<file path="src/sv/stst_pkg.sv">
// Shared constants, codes and control types of the soft timer slot table.
package stst_pkg;

  localparam int SLOT_COUNT     = 16;
  localparam int TICK_PERIOD_MS = 5;
  localparam int TICK_BITS      = 32;
  localparam int MAX_RESULTS    = 16;

  localparam int HANDLE_W = 8;
  localparam int DUR_W    = 18;
  localparam int IDX_W    = (SLOT_COUNT > 1) ? $clog2(SLOT_COUNT) : 1;
  localparam int CNT_W    = $clog2(SLOT_COUNT + 1);
  localparam int RES_W    = $clog2(MAX_RESULTS + 1);

  // Exact division of a DUR_W-bit value by the tick period through one
  // multiplication by a rounded-up reciprocal and a right shift.
  localparam int DIV_L   = $clog2(TICK_PERIOD_MS);
  localparam int DIV_SH  = DUR_W + DIV_L;
  localparam int DIV_M_W = DUR_W + 1;
  localparam int PROD_W  = DUR_W + DIV_M_W;
  localparam logic [DIV_M_W-1:0] DIV_M =
      DIV_M_W'((64'd1 << DIV_SH) / TICK_PERIOD_MS + 1);

  typedef enum logic [1:0] {
    OP_TICK    = 2'd0,
    OP_SERVICE = 2'd1,
    OP_START   = 2'd2,
    OP_STOP    = 2'd3
  } opcode_e;

  typedef enum logic [2:0] {
    ST_REJECTED = 3'd0,
    ST_REARMED  = 3'd1,
    ST_ADDED    = 3'd2,
    ST_NOTFOUND = 3'd3,
    ST_REMOVED  = 3'd4,
    ST_EXPIRED  = 3'd5
  } status_e;

  typedef enum logic [2:0] {
    S_IDLE,
    S_DECODE,
    S_SCAN,
    S_ADD,
    S_RESULT,
    S_FLUSH
  } state_e;

  typedef struct packed {
    logic    load_item;
    logic    inc_now;
    logic    load_dl;
    logic    scan_clr;
    logic    scan_inc;
    logic    note_free;
    logic    wr_rearm;
    logic    wr_add;
    logic    wr_remove;
    logic    wr_expire;
    logic    set_st;
    status_e st;
    logic    push_res;
    logic    push_pend;
  } ctrl_cmd_t;

  typedef struct packed {
    opcode_e op;
    logic    dur_zero;
    logic    full;
    logic    empty;
    logic    cur_valid;
    logic    hit;
    logic    due;
    logic    idx_last;
    logic    free_found;
    logic    pend;
    logic    out_space;
    logic    cap;
  } dp_stat_t;

endpackage

</file>
<file path="src/sv/stst_in_if.sv">
// Input channel of the soft timer slot table: one command per transfer.
interface stst_in_if;
  import stst_pkg::*;

  logic                valid;
  logic                ready;
  logic [1:0]          opcode;
  logic [HANDLE_W-1:0] handle;
  logic [DUR_W-1:0]    duration_ms;

  modport source (output valid, output opcode, output handle, output duration_ms,
                  input ready);
  modport sink   (input valid, input opcode, input handle, input duration_ms,
                  output ready);
endinterface

</file>
<file path="src/sv/stst_out_if.sv">
// Output channel of the soft timer slot table: one result per transfer.
interface stst_out_if;
  import stst_pkg::*;

  logic                valid;
  logic                ready;
  logic [2:0]          status;
  logic [HANDLE_W-1:0] out_handle;
  logic                last;

  modport source (output valid, output status, output out_handle, output last,
                  input ready);
  modport sink   (input valid, input status, input out_handle, input last,
                  output ready);
endinterface

</file>
<file path="src/sv/stst_dp.sv">
// Datapath of the soft timer slot table: slot storage, counters and result register.
module stst_dp import stst_pkg::*; (
  input  logic                clk_i,
  input  logic                rst_ni,
  input  logic [1:0]          opcode_i,
  input  logic [HANDLE_W-1:0] handle_i,
  input  logic [DUR_W-1:0]    duration_ms_i,
  input  ctrl_cmd_t           cmd_i,
  output dp_stat_t            stat_o,
  input  logic                out_ready_i,
  output logic                out_valid_o,
  output logic [2:0]          status_o,
  output logic [HANDLE_W-1:0] out_handle_o,
  output logic                last_o
);

  logic                slot_valid_q  [SLOT_COUNT];
  logic [HANDLE_W-1:0] slot_handle_q [SLOT_COUNT];
  logic [TICK_BITS-1:0] slot_dl_q    [SLOT_COUNT];

  logic [CNT_W-1:0]     active_q;
  logic [TICK_BITS-1:0] now_q;
  opcode_e              op_q;
  logic [HANDLE_W-1:0]  hdl_q;
  logic                 dur_zero_q;
  logic [PROD_W-1:0]    prod_q;
  logic [TICK_BITS-1:0] dl_q;
  logic [IDX_W-1:0]     idx_q;
  logic                 free_found_q;
  logic [IDX_W-1:0]     free_idx_q;
  logic                 pend_q;
  logic [HANDLE_W-1:0]  pend_hdl_q;
  logic [RES_W-1:0]     nres_q;
  status_e              st_q;
  logic                 out_valid_q;
  status_e              out_st_q;
  logic [HANDLE_W-1:0]  out_hdl_q;
  logic                 out_last_q;

  logic                 cur_valid;
  logic [HANDLE_W-1:0]  cur_hdl;
  logic [TICK_BITS-1:0] cur_diff;
  logic                 idx_last;
  logic                 out_space;

  assign cur_valid = slot_valid_q[idx_q];
  assign cur_hdl   = slot_handle_q[idx_q];
  assign cur_diff  = now_q - slot_dl_q[idx_q];
  assign idx_last  = (idx_q == IDX_W'(SLOT_COUNT - 1));
  assign out_space = !out_valid_q || out_ready_i;

  always_comb begin
    stat_o.op         = op_q;
    stat_o.dur_zero   = dur_zero_q;
    stat_o.full       = (active_q >= CNT_W'(SLOT_COUNT));
    stat_o.empty      = (active_q == '0);
    stat_o.cur_valid  = cur_valid;
    stat_o.hit        = cur_valid && (cur_hdl == hdl_q);
    stat_o.due        = cur_valid && !cur_diff[TICK_BITS-1];
    stat_o.idx_last   = idx_last;
    stat_o.free_found = free_found_q;
    stat_o.pend       = pend_q;
    stat_o.out_space  = out_space;
    stat_o.cap        = (nres_q == RES_W'(MAX_RESULTS));
  end

  // Latched command fields, reciprocal product, deadline, status and scan notes.
  always_ff @(posedge clk_i) begin
    if (cmd_i.load_item) begin
      op_q       <= opcode_e'(opcode_i);
      hdl_q      <= handle_i;
      dur_zero_q <= (duration_ms_i == '0);
      prod_q     <= PROD_W'(duration_ms_i) * PROD_W'(DIV_M);
    end
    if (cmd_i.load_dl) begin
      dl_q <= now_q + TICK_BITS'(prod_q[PROD_W-1:DIV_SH]);
    end
    if (cmd_i.set_st) begin
      st_q <= cmd_i.st;
    end
    if (cmd_i.note_free) begin
      free_idx_q <= idx_q;
    end
    if (cmd_i.wr_expire) begin
      pend_hdl_q <= cur_hdl;
    end
  end

  always_ff @(posedge clk_i) begin
    if (cmd_i.wr_add) begin
      slot_handle_q[free_idx_q] <= hdl_q;
      slot_dl_q[free_idx_q]     <= dl_q;
    end
    if (cmd_i.wr_rearm) begin
      slot_dl_q[idx_q] <= dl_q;
    end
  end

  always_ff @(posedge clk_i or negedge rst_ni) begin
    if (!rst_ni) begin
      for (int i = 0; i < SLOT_COUNT; i++) begin
        slot_valid_q[i] <= 1'b0;
      end
      active_q <= '0;
      now_q    <= '0;
    end else begin
      if (cmd_i.inc_now) begin
        now_q <= now_q + 1'b1;
      end
      if (cmd_i.wr_add) begin
        slot_valid_q[free_idx_q] <= 1'b1;
        active_q <= active_q + 1'b1;
      end else if (cmd_i.wr_remove || cmd_i.wr_expire) begin
        slot_valid_q[idx_q] <= 1'b0;
        active_q <= active_q - 1'b1;
      end
    end
  end

  always_ff @(posedge clk_i or negedge rst_ni) begin
    if (!rst_ni) begin
      idx_q        <= '0;
      free_found_q <= 1'b0;
      pend_q       <= 1'b0;
      nres_q       <= '0;
    end else begin
      if (cmd_i.scan_clr) begin
        idx_q <= '0;
      end else if (cmd_i.scan_inc) begin
        idx_q <= idx_last ? '0 : idx_q + 1'b1;
      end
      if (cmd_i.load_item) begin
        free_found_q <= 1'b0;
        pend_q       <= 1'b0;
        nres_q       <= '0;
      end else begin
        if (cmd_i.note_free) begin
          free_found_q <= 1'b1;
        end
        if (cmd_i.wr_expire) begin
          pend_q <= 1'b1;
          nres_q <= nres_q + 1'b1;
        end else if (cmd_i.push_pend) begin
          pend_q <= 1'b0;
        end
      end
    end
  end

  // Result register; an expired hit pushes the previously held handle.
  always_ff @(posedge clk_i or negedge rst_ni) begin
    if (!rst_ni) begin
      out_valid_q <= 1'b0;
    end else if (cmd_i.push_res || cmd_i.push_pend || (cmd_i.wr_expire && pend_q)) begin
      out_valid_q <= 1'b1;
    end else if (out_ready_i) begin
      out_valid_q <= 1'b0;
    end
  end

  always_ff @(posedge clk_i) begin
    priority if (cmd_i.push_res) begin
      out_st_q   <= st_q;
      out_hdl_q  <= hdl_q;
      out_last_q <= 1'b1;
    end else if (cmd_i.push_pend) begin
      out_st_q   <= ST_EXPIRED;
      out_hdl_q  <= pend_hdl_q;
      out_last_q <= 1'b1;
    end else if (cmd_i.wr_expire && pend_q) begin
      out_st_q   <= ST_EXPIRED;
      out_hdl_q  <= pend_hdl_q;
      out_last_q <= 1'b0;
    end else begin
      out_st_q   <= out_st_q;
      out_hdl_q  <= out_hdl_q;
      out_last_q <= out_last_q;
    end
  end

  assign out_valid_o  = out_valid_q;
  assign status_o     = out_st_q;
  assign out_handle_o = out_hdl_q;
  assign last_o       = out_last_q;

endmodule

</file>
<file path="src/sv/stst_ctrl.sv">
// Controller state machine of the soft timer slot table.
module stst_ctrl import stst_pkg::*; (
  input  logic      clk_i,
  input  logic      rst_ni,
  input  logic      in_valid_i,
  output logic      in_ready_o,
  input  dp_stat_t  stat_i,
  output ctrl_cmd_t cmd_o
);

  state_e state_q, state_d;

  always_ff @(posedge clk_i or negedge rst_ni) begin
    if (!rst_ni) begin
      state_q <= S_IDLE;
    end else begin
      state_q <= state_d;
    end
  end

  always_comb begin
    state_d = state_q;
    unique case (state_q)
      S_IDLE: begin
        if (in_valid_i) state_d = S_DECODE;
      end
      S_DECODE: begin
        unique case (stat_i.op)
          OP_TICK:    state_d = S_IDLE;
          OP_SERVICE: state_d = stat_i.empty ? S_IDLE : S_SCAN;
          OP_START:   state_d = (stat_i.dur_zero || stat_i.full) ? S_RESULT : S_SCAN;
          OP_STOP:    state_d = stat_i.empty ? S_RESULT : S_SCAN;
          default:    state_d = S_IDLE;
        endcase
      end
      S_SCAN: begin
        unique case (stat_i.op)
          OP_START: begin
            if (stat_i.hit) state_d = S_RESULT;
            else if (stat_i.idx_last) state_d = S_ADD;
          end
          OP_STOP: begin
            if (stat_i.hit || stat_i.idx_last) state_d = S_RESULT;
          end
          OP_SERVICE: begin
            if (stat_i.cap) begin
              state_d = S_FLUSH;
            end else if (!(stat_i.due && stat_i.pend && !stat_i.out_space)
                         && stat_i.idx_last) begin
              state_d = S_FLUSH;
            end
          end
          default: state_d = S_IDLE;
        endcase
      end
      S_ADD:    state_d = S_RESULT;
      S_RESULT: begin
        if (stat_i.out_space) state_d = S_IDLE;
      end
      S_FLUSH: begin
        if (!stat_i.pend || stat_i.out_space) state_d = S_IDLE;
      end
      default: state_d = S_IDLE;
    endcase
  end

  always_comb begin
    cmd_o      = '0;
    cmd_o.st   = ST_REJECTED;
    in_ready_o = 1'b0;
    unique case (state_q)
      S_IDLE: begin
        in_ready_o      = 1'b1;
        cmd_o.load_item = in_valid_i;
      end
      S_DECODE: begin
        unique case (stat_i.op)
          OP_TICK: cmd_o.inc_now = 1'b1;
          OP_SERVICE: cmd_o.scan_clr = 1'b1;
          OP_START: begin
            if (stat_i.dur_zero || stat_i.full) begin
              cmd_o.set_st = 1'b1;
              cmd_o.st     = ST_REJECTED;
            end else begin
              cmd_o.load_dl  = 1'b1;
              cmd_o.scan_clr = 1'b1;
            end
          end
          OP_STOP: begin
            if (stat_i.empty) begin
              cmd_o.set_st = 1'b1;
              cmd_o.st     = ST_REJECTED;
            end else begin
              cmd_o.scan_clr = 1'b1;
            end
          end
          default: cmd_o.scan_clr = 1'b0;
        endcase
      end
      S_SCAN: begin
        unique case (stat_i.op)
          OP_START: begin
            if (stat_i.hit) begin
              cmd_o.wr_rearm = 1'b1;
              cmd_o.set_st   = 1'b1;
              cmd_o.st       = ST_REARMED;
            end else begin
              cmd_o.note_free = !stat_i.cur_valid && !stat_i.free_found;
              cmd_o.scan_inc  = 1'b1;
            end
          end
          OP_STOP: begin
            if (stat_i.hit) begin
              cmd_o.wr_remove = 1'b1;
              cmd_o.set_st    = 1'b1;
              cmd_o.st        = ST_REMOVED;
            end else if (stat_i.idx_last) begin
              cmd_o.set_st = 1'b1;
              cmd_o.st     = ST_NOTFOUND;
            end else begin
              cmd_o.scan_inc = 1'b1;
            end
          end
          OP_SERVICE: begin
            if (!stat_i.cap) begin
              if (stat_i.due) begin
                if (!stat_i.pend || stat_i.out_space) begin
                  cmd_o.wr_expire = 1'b1;
                  cmd_o.scan_inc  = 1'b1;
                end
              end else begin
                cmd_o.scan_inc = 1'b1;
              end
            end
          end
          default: cmd_o.scan_inc = 1'b0;
        endcase
      end
      S_ADD: begin
        cmd_o.set_st = 1'b1;
        if (stat_i.free_found) begin
          cmd_o.wr_add = 1'b1;
          cmd_o.st     = ST_ADDED;
        end else begin
          cmd_o.st = ST_REJECTED;
        end
      end
      S_RESULT: begin
        cmd_o.push_res = stat_i.out_space;
      end
      S_FLUSH: begin
        cmd_o.push_pend = stat_i.pend && stat_i.out_space;
      end
      default: cmd_o.push_res = 1'b0;
    endcase
  end

endmodule

</file>
<file path="src/sv/soft_timer_slot_table.sv">
// Top level of the soft timer slot table: controller, datapath and channel hookup.
//
// The block keeps SLOT_COUNT timer slots, each with a handle and a deadline in
// ticks, next to a tick counter that each tick command advances. One command
// is taken per input transfer and handled to its end before the next is taken.
// A tick advance gives no result. Start and stop walk the slot table at one
// slot per cycle; a start that fills a free slot writes it in an add state, and
// a rejected start or stop goes from decode straight to its result. Service
// also walks every slot once, one per cycle, and sends each expired handle in
// slot order; the last one carries the last flag. The single-entry result
// register lets a command be taken while a result still waits, but the final
// result, and the service walk at an expired slot behind a held handle, stall
// while the output side holds off a transfer. The deadline is now plus the
// duration divided by the tick period, which comes from one registered reciprocal
// multiplication; a deadline counts as reached when now minus deadline is not
// negative as a signed tick-width value, so the counter may wrap freely.
module soft_timer_slot_table import stst_pkg::*; (
  input  logic       clk_i,
  input  logic       rst_ni,
  stst_in_if.sink    in_i,
  stst_out_if.source out_o
);

  ctrl_cmd_t cmd;
  dp_stat_t  stat;

  // The controller sequences each command; it sees the datapath only through
  // the command and status structures.
  stst_ctrl u_ctrl (
    .clk_i      (clk_i),
    .rst_ni     (rst_ni),
    .in_valid_i (in_i.valid),
    .in_ready_o (in_i.ready),
    .stat_i     (stat),
    .cmd_o      (cmd)
  );

  // The datapath holds the slot table, the counters and the result register
  // that drives the output channel.
  stst_dp u_dp (
    .clk_i         (clk_i),
    .rst_ni        (rst_ni),
    .opcode_i      (in_i.opcode),
    .handle_i      (in_i.handle),
    .duration_ms_i (in_i.duration_ms),
    .cmd_i         (cmd),
    .stat_o        (stat),
    .out_ready_i   (out_o.ready),
    .out_valid_o   (out_o.valid),
    .status_o      (out_o.status),
    .out_handle_o  (out_o.out_handle),
    .last_o        (out_o.last)
  );

endmodule

</file>
<file path="src/flat_wrapper.sv">
// flat-port wrapper written by rule: the top's interface ports become plain ports
module soft_timer_slot_table_flat import stst_pkg::*;
  (clk_i, rst_ni, in_i_valid, in_i_opcode, in_i_handle, in_i_duration_ms, in_i_ready, out_o_valid, out_o_status, out_o_out_handle, out_o_last, out_o_ready);
  stst_in_if in_i_i ();
  stst_out_if out_o_i ();
  input  logic clk_i;
  input  logic rst_ni;
  input wire logic [$bits(in_i_i.valid)-1:0] in_i_valid;
  input wire logic [$bits(in_i_i.opcode)-1:0] in_i_opcode;
  input wire logic [$bits(in_i_i.handle)-1:0] in_i_handle;
  input wire logic [$bits(in_i_i.duration_ms)-1:0] in_i_duration_ms;
  output wire logic [$bits(in_i_i.ready)-1:0] in_i_ready;
  output wire logic [$bits(out_o_i.valid)-1:0] out_o_valid;
  output wire logic [$bits(out_o_i.status)-1:0] out_o_status;
  output wire logic [$bits(out_o_i.out_handle)-1:0] out_o_out_handle;
  output wire logic [$bits(out_o_i.last)-1:0] out_o_last;
  input wire logic [$bits(out_o_i.ready)-1:0] out_o_ready;
  assign in_i_i.valid = in_i_valid;
  assign in_i_i.opcode = in_i_opcode;
  assign in_i_i.handle = in_i_handle;
  assign in_i_i.duration_ms = in_i_duration_ms;
  assign in_i_ready = in_i_i.ready;
  assign out_o_valid = out_o_i.valid;
  assign out_o_status = out_o_i.status;
  assign out_o_out_handle = out_o_i.out_handle;
  assign out_o_last = out_o_i.last;
  assign out_o_i.ready = out_o_ready;
  soft_timer_slot_table u_core (.clk_i(clk_i), .rst_ni(rst_ni), .in_i(in_i_i), .out_o(out_o_i));
endmodule
</file>
<file path="config.mk">
export PLATFORM = sky130hd
export DESIGN_NAME = soft_timer_slot_table_flat
export DESIGN_NICKNAME = d
export VERILOG_FILES = /design/src/sv/stst_pkg.sv /design/src/sv/stst_in_if.sv /design/src/sv/stst_out_if.sv /design/src/sv/stst_dp.sv /design/src/sv/stst_ctrl.sv /design/src/sv/soft_timer_slot_table.sv /design/src/flat_wrapper.sv
export SDC_FILE = /design/constraint.sdc
export NUM_CORES = 1
export LEC_CHECK = 0
export ABC_AREA = 1
export BUFFER_PORTS_ARGS = -buffer_cell sky130_fd_sc_hd__buf_4
export CAP_MARGIN = 20
export CORE_UTILIZATION = 36
export CTS_CLUSTER_SIZE = 8
export DETAILED_ROUTE_END_ITERATION = 16
export MAX_ROUTING_LAYER = met4
export PLACE_DENSITY = 0.53
export SYNTH_ARGS = -nofsm -noshare
export SYNTH_HDL_FRONTEND = slang
export SYNTH_SLANG_ARGS = --single-unit
</file>
<file path="constraint.sdc">
create_clock -name clk_i -period 6 [get_ports clk_i]
set_input_delay 0.6 -clock clk_i [delete_from_list [all_inputs] [get_ports clk_i]]
set_output_delay 0.6 -clock clk_i [all_outputs]
set_load 0.03 [all_outputs]
</file>
Word-level counts from Yosys, hierarchy flattened
Memory sizes are Yosys's and may differ from the RTL's.
Cells that the tools add are included.
Widths: inputs -> output; s select.
- $add $sub $neg: 7
- multipliers: 1
- $lt $le $gt $ge: 5
- equality and inequality tests: 17
- muxes and demuxes: 86
- bitwise operators: 5
- reductions and logical operators: 38
- operators by type and width (cell ; number):
    $mux 3 ; 15
    $mul 18x19->37 const B ; 1
    $mux 4 ; 9
    $mux 1 ; 35
    $add 32x1->32 const B ; 1
    $add 32x16->32 ; 1
    $mux 16 ; 2
    $mux 32 ; 1
    $reduce_or 32->1 ; 1
    $sub 32x32->32 ; 1
    $mux 8 ; 3
    $mux 5 ; 4
    $logic_not 18->1 ; 1
    $pmux 3 s6 ; 1
    $and 16x16->16 ; 1
    $not 16->16 ; 1
    $or 16x16->16 ; 1
    $pmux 4 s2 ; 2
    $ge 5x5->1 const B ; 3
    $mux 2 ; 6
    $pmux 3 s4 ; 1
    $pmux 4 s3 ; 1
    $add 5x1->5 const B ; 2
    $logic_and 1x1->1 ; 10
    other kinds (28) ; 55
- register bits: 175
- memory bits (writable): 640
- input port bits: 32
- output and inout bits: 14
- word-level logic and storage cells: 196
- memories: 2
- memory list (memory ; words ; width ; read ports ; clocked after memory_dff ; write ports ; RTL line ; RTL):
    u_core.u_dp.slot_dl_q ; 16 ; 32 ; 1 ; 0 ; 1 ; stst_dp.sv:19 ; logic [TICK_BITS-1:0] slot_dl_q [SLOT_COUNT];
    u_core.u_dp.slot_handle_q ; 16 ; 8 ; 1 ; 0 ; 1 ; stst_dp.sv:18 ; logic [HANDLE_W-1:0] slot_handle_q [SLOT_COUNT];

Logic depth before layout (Yosys ltp)
- word-level depth: 13
- gate-level depth with buffers: 30
- mapped depth without buffers: 23

By module
Synthesis repeated with hierarchy kept, for this count alone.
- cells, all modules: 3306
- area, all modules: 38620.8 µm²
- by module, submodules not included (module ; times used ; cells each ; area each (µm²) ; sequential area each (µm²)):
    stst_dp ; 1 ; 3211 ; 38104.0 ; 23417.5
    stst_ctrl ; 1 ; 95 ; 516.7 ; 75.1

Worst setup path before layout
Ideal clock, no wire load.
- kind: input-to-reg
- start point: in in_i_duration_ms[16]
- end point: reg u_core.u_dp.prod_q[33], data pin
- library setup time: 262 ps
- data arrival time: 5188 ps
- data required time: 5738 ps
- slack: 550 ps
- stages on the path: 20
- buffers on the path: 0
- cell sequence: inv_1 -> ha_1 -> fa_1 -> inv_1 -> fa_1 -> inv_1 -> fa_1 -> fa_1 -> inv_1 -> fa_1 -> inv_1 -> ha_1 -> nand2_1 -> nor4_1 -> nand3_1 -> nand3_1 -> nand2_1 -> o211ai_1 -> a21oi_1 -> xor2_1
- word-level cells in the longest chain between the ends: 1
- RTL lines (what ; RTL line ; RTL):
    start, declared ; flat_wrapper.sv:11 ; input wire logic [$bits(in_i_i.duration_ms)-1:0] in_i_duration_ms;
    $mul 18x19->37 ; stst_dp.sv:73 ; prod_q <= PROD_W'(duration_ms_i) * PROD_W'(DIV_M);
    end signal, assigned ; stst_dp.sv:73 ;
    end, declared ; stst_dp.sv:26 ; logic [PROD_W-1:0] prod_q;
Every way passes these cells.
A chain may end at the register's enable or synchronous reset.

Worst setup path in the final report
- start point: in in_i_duration_ms[7]
- end point: reg u_core.u_dp.prod_q[26], data pin
The elaborated chain is that of the path after synthesis.

==> impl_results.md <==
* Status: completed
* Total negative slack at 0 ns
* Die area at 0.107 mm2
* Cell Area, Synth at 0.0382 mm2
* WL/cell at 20.6 um
* Final worst setup slack at 0.735 ns
* Area of the core at 0.105 mm2
* Setup WS pre-CTS at 0.0643 ns
* Worst EP required at 6.41 ns
* Sequential-to-total area share from yosys stat at 61.5%
* Fmax at 190 MHz
* Port Buffers at 45
* YS warnings at 0
* CTS buffer count at 109
* Crit Path Class: in2reg
* Post-synth cell types at 59
* Clk_skew at 0.0391 ns
* Synth area leader: edfxtp_1
* Number of synthesized register bits at 794
* Clock latency on the worst-skew pair at 0.67 ns
* Htree depth at 3
* First-pass GRT wire length at 149000 um
* Minimum clock period at 5.26 ns
* Most frequent CP cell: inv_1
* Via count at 24400
* Clock sinks at 794
* Ant. Diodes at 0
* CTS tree: built
* CTS root buf: clkbuf_16
* Worst path bufs/invs at 7
* Antenna-violating nets left at 0
* CP top delay family: adder cells
* Die Width at 328 um
* Largest family of logic cells by synthesized area: adder cells
* Worst slew margin at 27.0%
* Endpoints failing setup at 0
* Layout cells sized above 1 at 8.96%
* Gr ovfl total at 0
* Final hold vios at 0
* DP HPWL at 61000 um
* Placer Congestion at 0.869
* Worst path cell trace: buf_4 > inv_1 > ha_1 > inv_1 > fa_1 > inv_1 > fa_1 > fa_1 > inv_1 > fa_1 > inv_1 > fa_1 > inv_1 > ha_1 > a21oi_1 > o21ai_0 > a21oi_1 > a21boi_0 > o21a_1 > o21ai_0 > nand2_1 > nand2_1 > xor2_1
* Synthesis-to-finish area growth at 14.4%
* Avg Cell Area, Syn at 12.0 um2
* Commonest cells after routing, fill and taps aside: edfxtp_1, nor2_1, o21ai_0
* Syn nets at 3509
* Slowest-stage cell, CP: fa_1
* Die height at 328 um
* Unrepaired setup endpoints after global routing: false
* Worst Path Arrival at 5.67 ns
* Vias in the first global route at 24200
* Vias/cell at 5.13
* Clk pin slew, worst setup/hold paths at 0.05 ns
* Xor-xnor portion of the synthesized cell area at 2.06%
* Min Hold Slack at 0.105 ns
* Fillers at 9859
* Simple-Gate Fraction of Synth Area at 9.30%
* Router iterations before antenna repair at 8
* Hold WC Path Type: in2reg
* Actual slew at the worst max-slew pin at 1.09 ns
* Power Density at 457 mW/mm2
* Initial core utilization at 36.3%
* Post-Route WL at 98100 um
* VDD IR max at 335 uV
* Main flop type after synthesis: edfxtp_1
* Total leakage power at 16.6 nW
* MaxCap Viol Count at 0
* # IOs at 46
* Crit end category: flip-flop
* Post-synthesis adder-cell area fraction at 11.5%
* Post-Syn Instances at 3188
* Worst-case clock buffer depth at 3
* Period utilization at 87.7%
* Initial DRC Count at 1897
* Number of enable flip-flop cells after synthesis at 725
* Largest net degree at the start of global routing at 85
* Post-synth top area share at 57.0%
* CP max stage delay at 0.63 ns
* GRT Util Overall at 18.8%
* Mux contribution to synthesized area at 0%
* Initial antenna violation count at 0
* Synth async-reset ratio at 8.56%
* Worst Setup Start Kind: primary input
* Crit Path Max Fanout at 4
* Commonest non-fill, non-tap cell in the layout: edfxtp_1
* Top post-synthesis cells by area: edfxtp_1, ha_1, fa_1
* # rows at 119
* DRC viols at 0
* Complex-gate fraction of the synthesized area at 10.7%
* Pwr Total at 20.0 mW
* Final nets at 3607
* Resized cells post-CTS at 0
* Pins Over Slew Limit at 0
[per-stage QoR]
| stage | instance area (um2) | instances | util, % |
|---|---|---|---|
| after floorplan | 38200 | 3188 | - |
| after global placement | 40500 | 4563 | 38.5 |
| after detailed placement | 40500 | 4563 | 38.5 |
| after CTS | 43700 | 4758 | 41.5 |
| after global routing | 43700 | 4760 | 41.5 |
| final | 43700 | 4760 | 41.5 |
[synthesized netlist by cell type (7+ instances only)]
cell type / n
nor2_2: 8
nand3_1: 84
o211ai_1: 7
xor2_1: 76
a21oi_1: 83
o22ai_1: 158
nand4_1: 22
ha_1: 188
a221oi_1: 31
buf_2: 14
xnor2_1: 14
fa_1: 101
buf_6: 15
edfxtp_1: 725
a22o_1: 30
buf_1: 11
dfrtp_1: 68
o21ai_1: 30
nor2_1: 425
inv_1: 321
o21ai_0: 334
nor3_1: 24
a2bb2oi_1: 7
nand2_1: 249
clkbuf_1: 89
[state kept, by name (all words and copies together) (netlist names), 4 cells and up]
name and flops:
u_core.u_dp.pend_hdl_q 8, u_core.u_dp.hdl_q 8, u_core.u_dp.now_q 32, u_core.u_dp.out_handle_o 8, u_core.u_dp.slot_handle_q 128, u_core.u_dp.active_q 5
u_core.u_dp.free_idx_q 4, u_core.u_dp.idx_q 4, u_core.u_dp.prod_q 16, u_core.u_dp.slot_valid_q 16, u_core.u_dp.slot_dl_q 512, u_core.u_dp.nres_q 5
u_core.u_dp.dl_q 32
[what timing repair did]
| item | in CTS | in global routing |
|---|---|---|
| setup buffers | 0 | 0 |
| hold buffers | 1 | 0 |
| hold endpoints to repair | 23 | 0 |
[report_power, final]
part / total [mW] / internal [mW] / switching [mW] / leakage [nW]
sequential: 6.83 / 6.51 / 0.324 / 7.38
combinational: 7.39 / 2.65 / 4.74 / 7.69
clock: 5.75 / 3.47 / 2.28 / 1.51
[final timing paths]
| path | start | end | slack, ns | depth (start not counted) |
|---|---|---|---|---|
| hold / removal | in_i_handle[1] | u_core.u_dp.hdl_q[1] | 0.11 | 1 |
| min in group asynchronous | rst_ni | u_core.u_dp.slot_valid_q[14] | 0.40 | 2 |
| max in group asynchronous | rst_ni | u_core.u_dp.idx_q[1] | 4.52 | 3 |
| setup reg to reg | u_core.u_dp.idx_q[0] | u_core.u_dp.out_handle_o[3] | 0.90 | 21 |
| setup / recovery | in_i_duration_ms[7] | u_core.u_dp.prod_q[26] | 0.74 | 23 |
| hold reg to reg | u_core.u_dp.last_o | u_core.u_dp.last_o | 0.45 | 2 |
[cells by family after synthesis]
kind of cell               after synthesis
buffers and inverters                  461
adders and majority gates              289
AOI/OAI and AO/OA                      709
xor gates and xnor gates                90
and+or+nand+nor                        845
DFF                                    794
[worst reg2reg max path: cells and delay by family (launching register included)]
| kind | cells | cell delay [ns] |
|---|---|---|
| simple gates | 12 | 1.74 |
| compound gates | 5 | 1.01 |
| buf+inv | 3 | 0.91 |
| flops | 1 | 0.71 |
| fa+ha+maj | 1 | 0.33 |
[layer usage]
layer	share of wire [%]	wire length, um	vias to the layer above	track usage, %
met4	1.6	1530	0	4.43
met2	47	46100	576	29.6
met1	47	46000	12200	26.2
li1	-	-	11500	-
met5	0	0	-	-
met3	4.6	4490	109	2.08
[layout make-up]
type                    instances  area [um2]  share of cell area, %
flip-flops and latches        794       23500                   53.8
multi-input cells            1933       13000                   29.6
clock buffers                 188        3070                   7.02
well taps                    1391        1740                   3.98
inverters                     328        1240                   2.85
repair buffers                120        1090                   2.48
clock inverters                 6         121                  0.278
No activity file was read; power rests on OpenSTA's default activity.
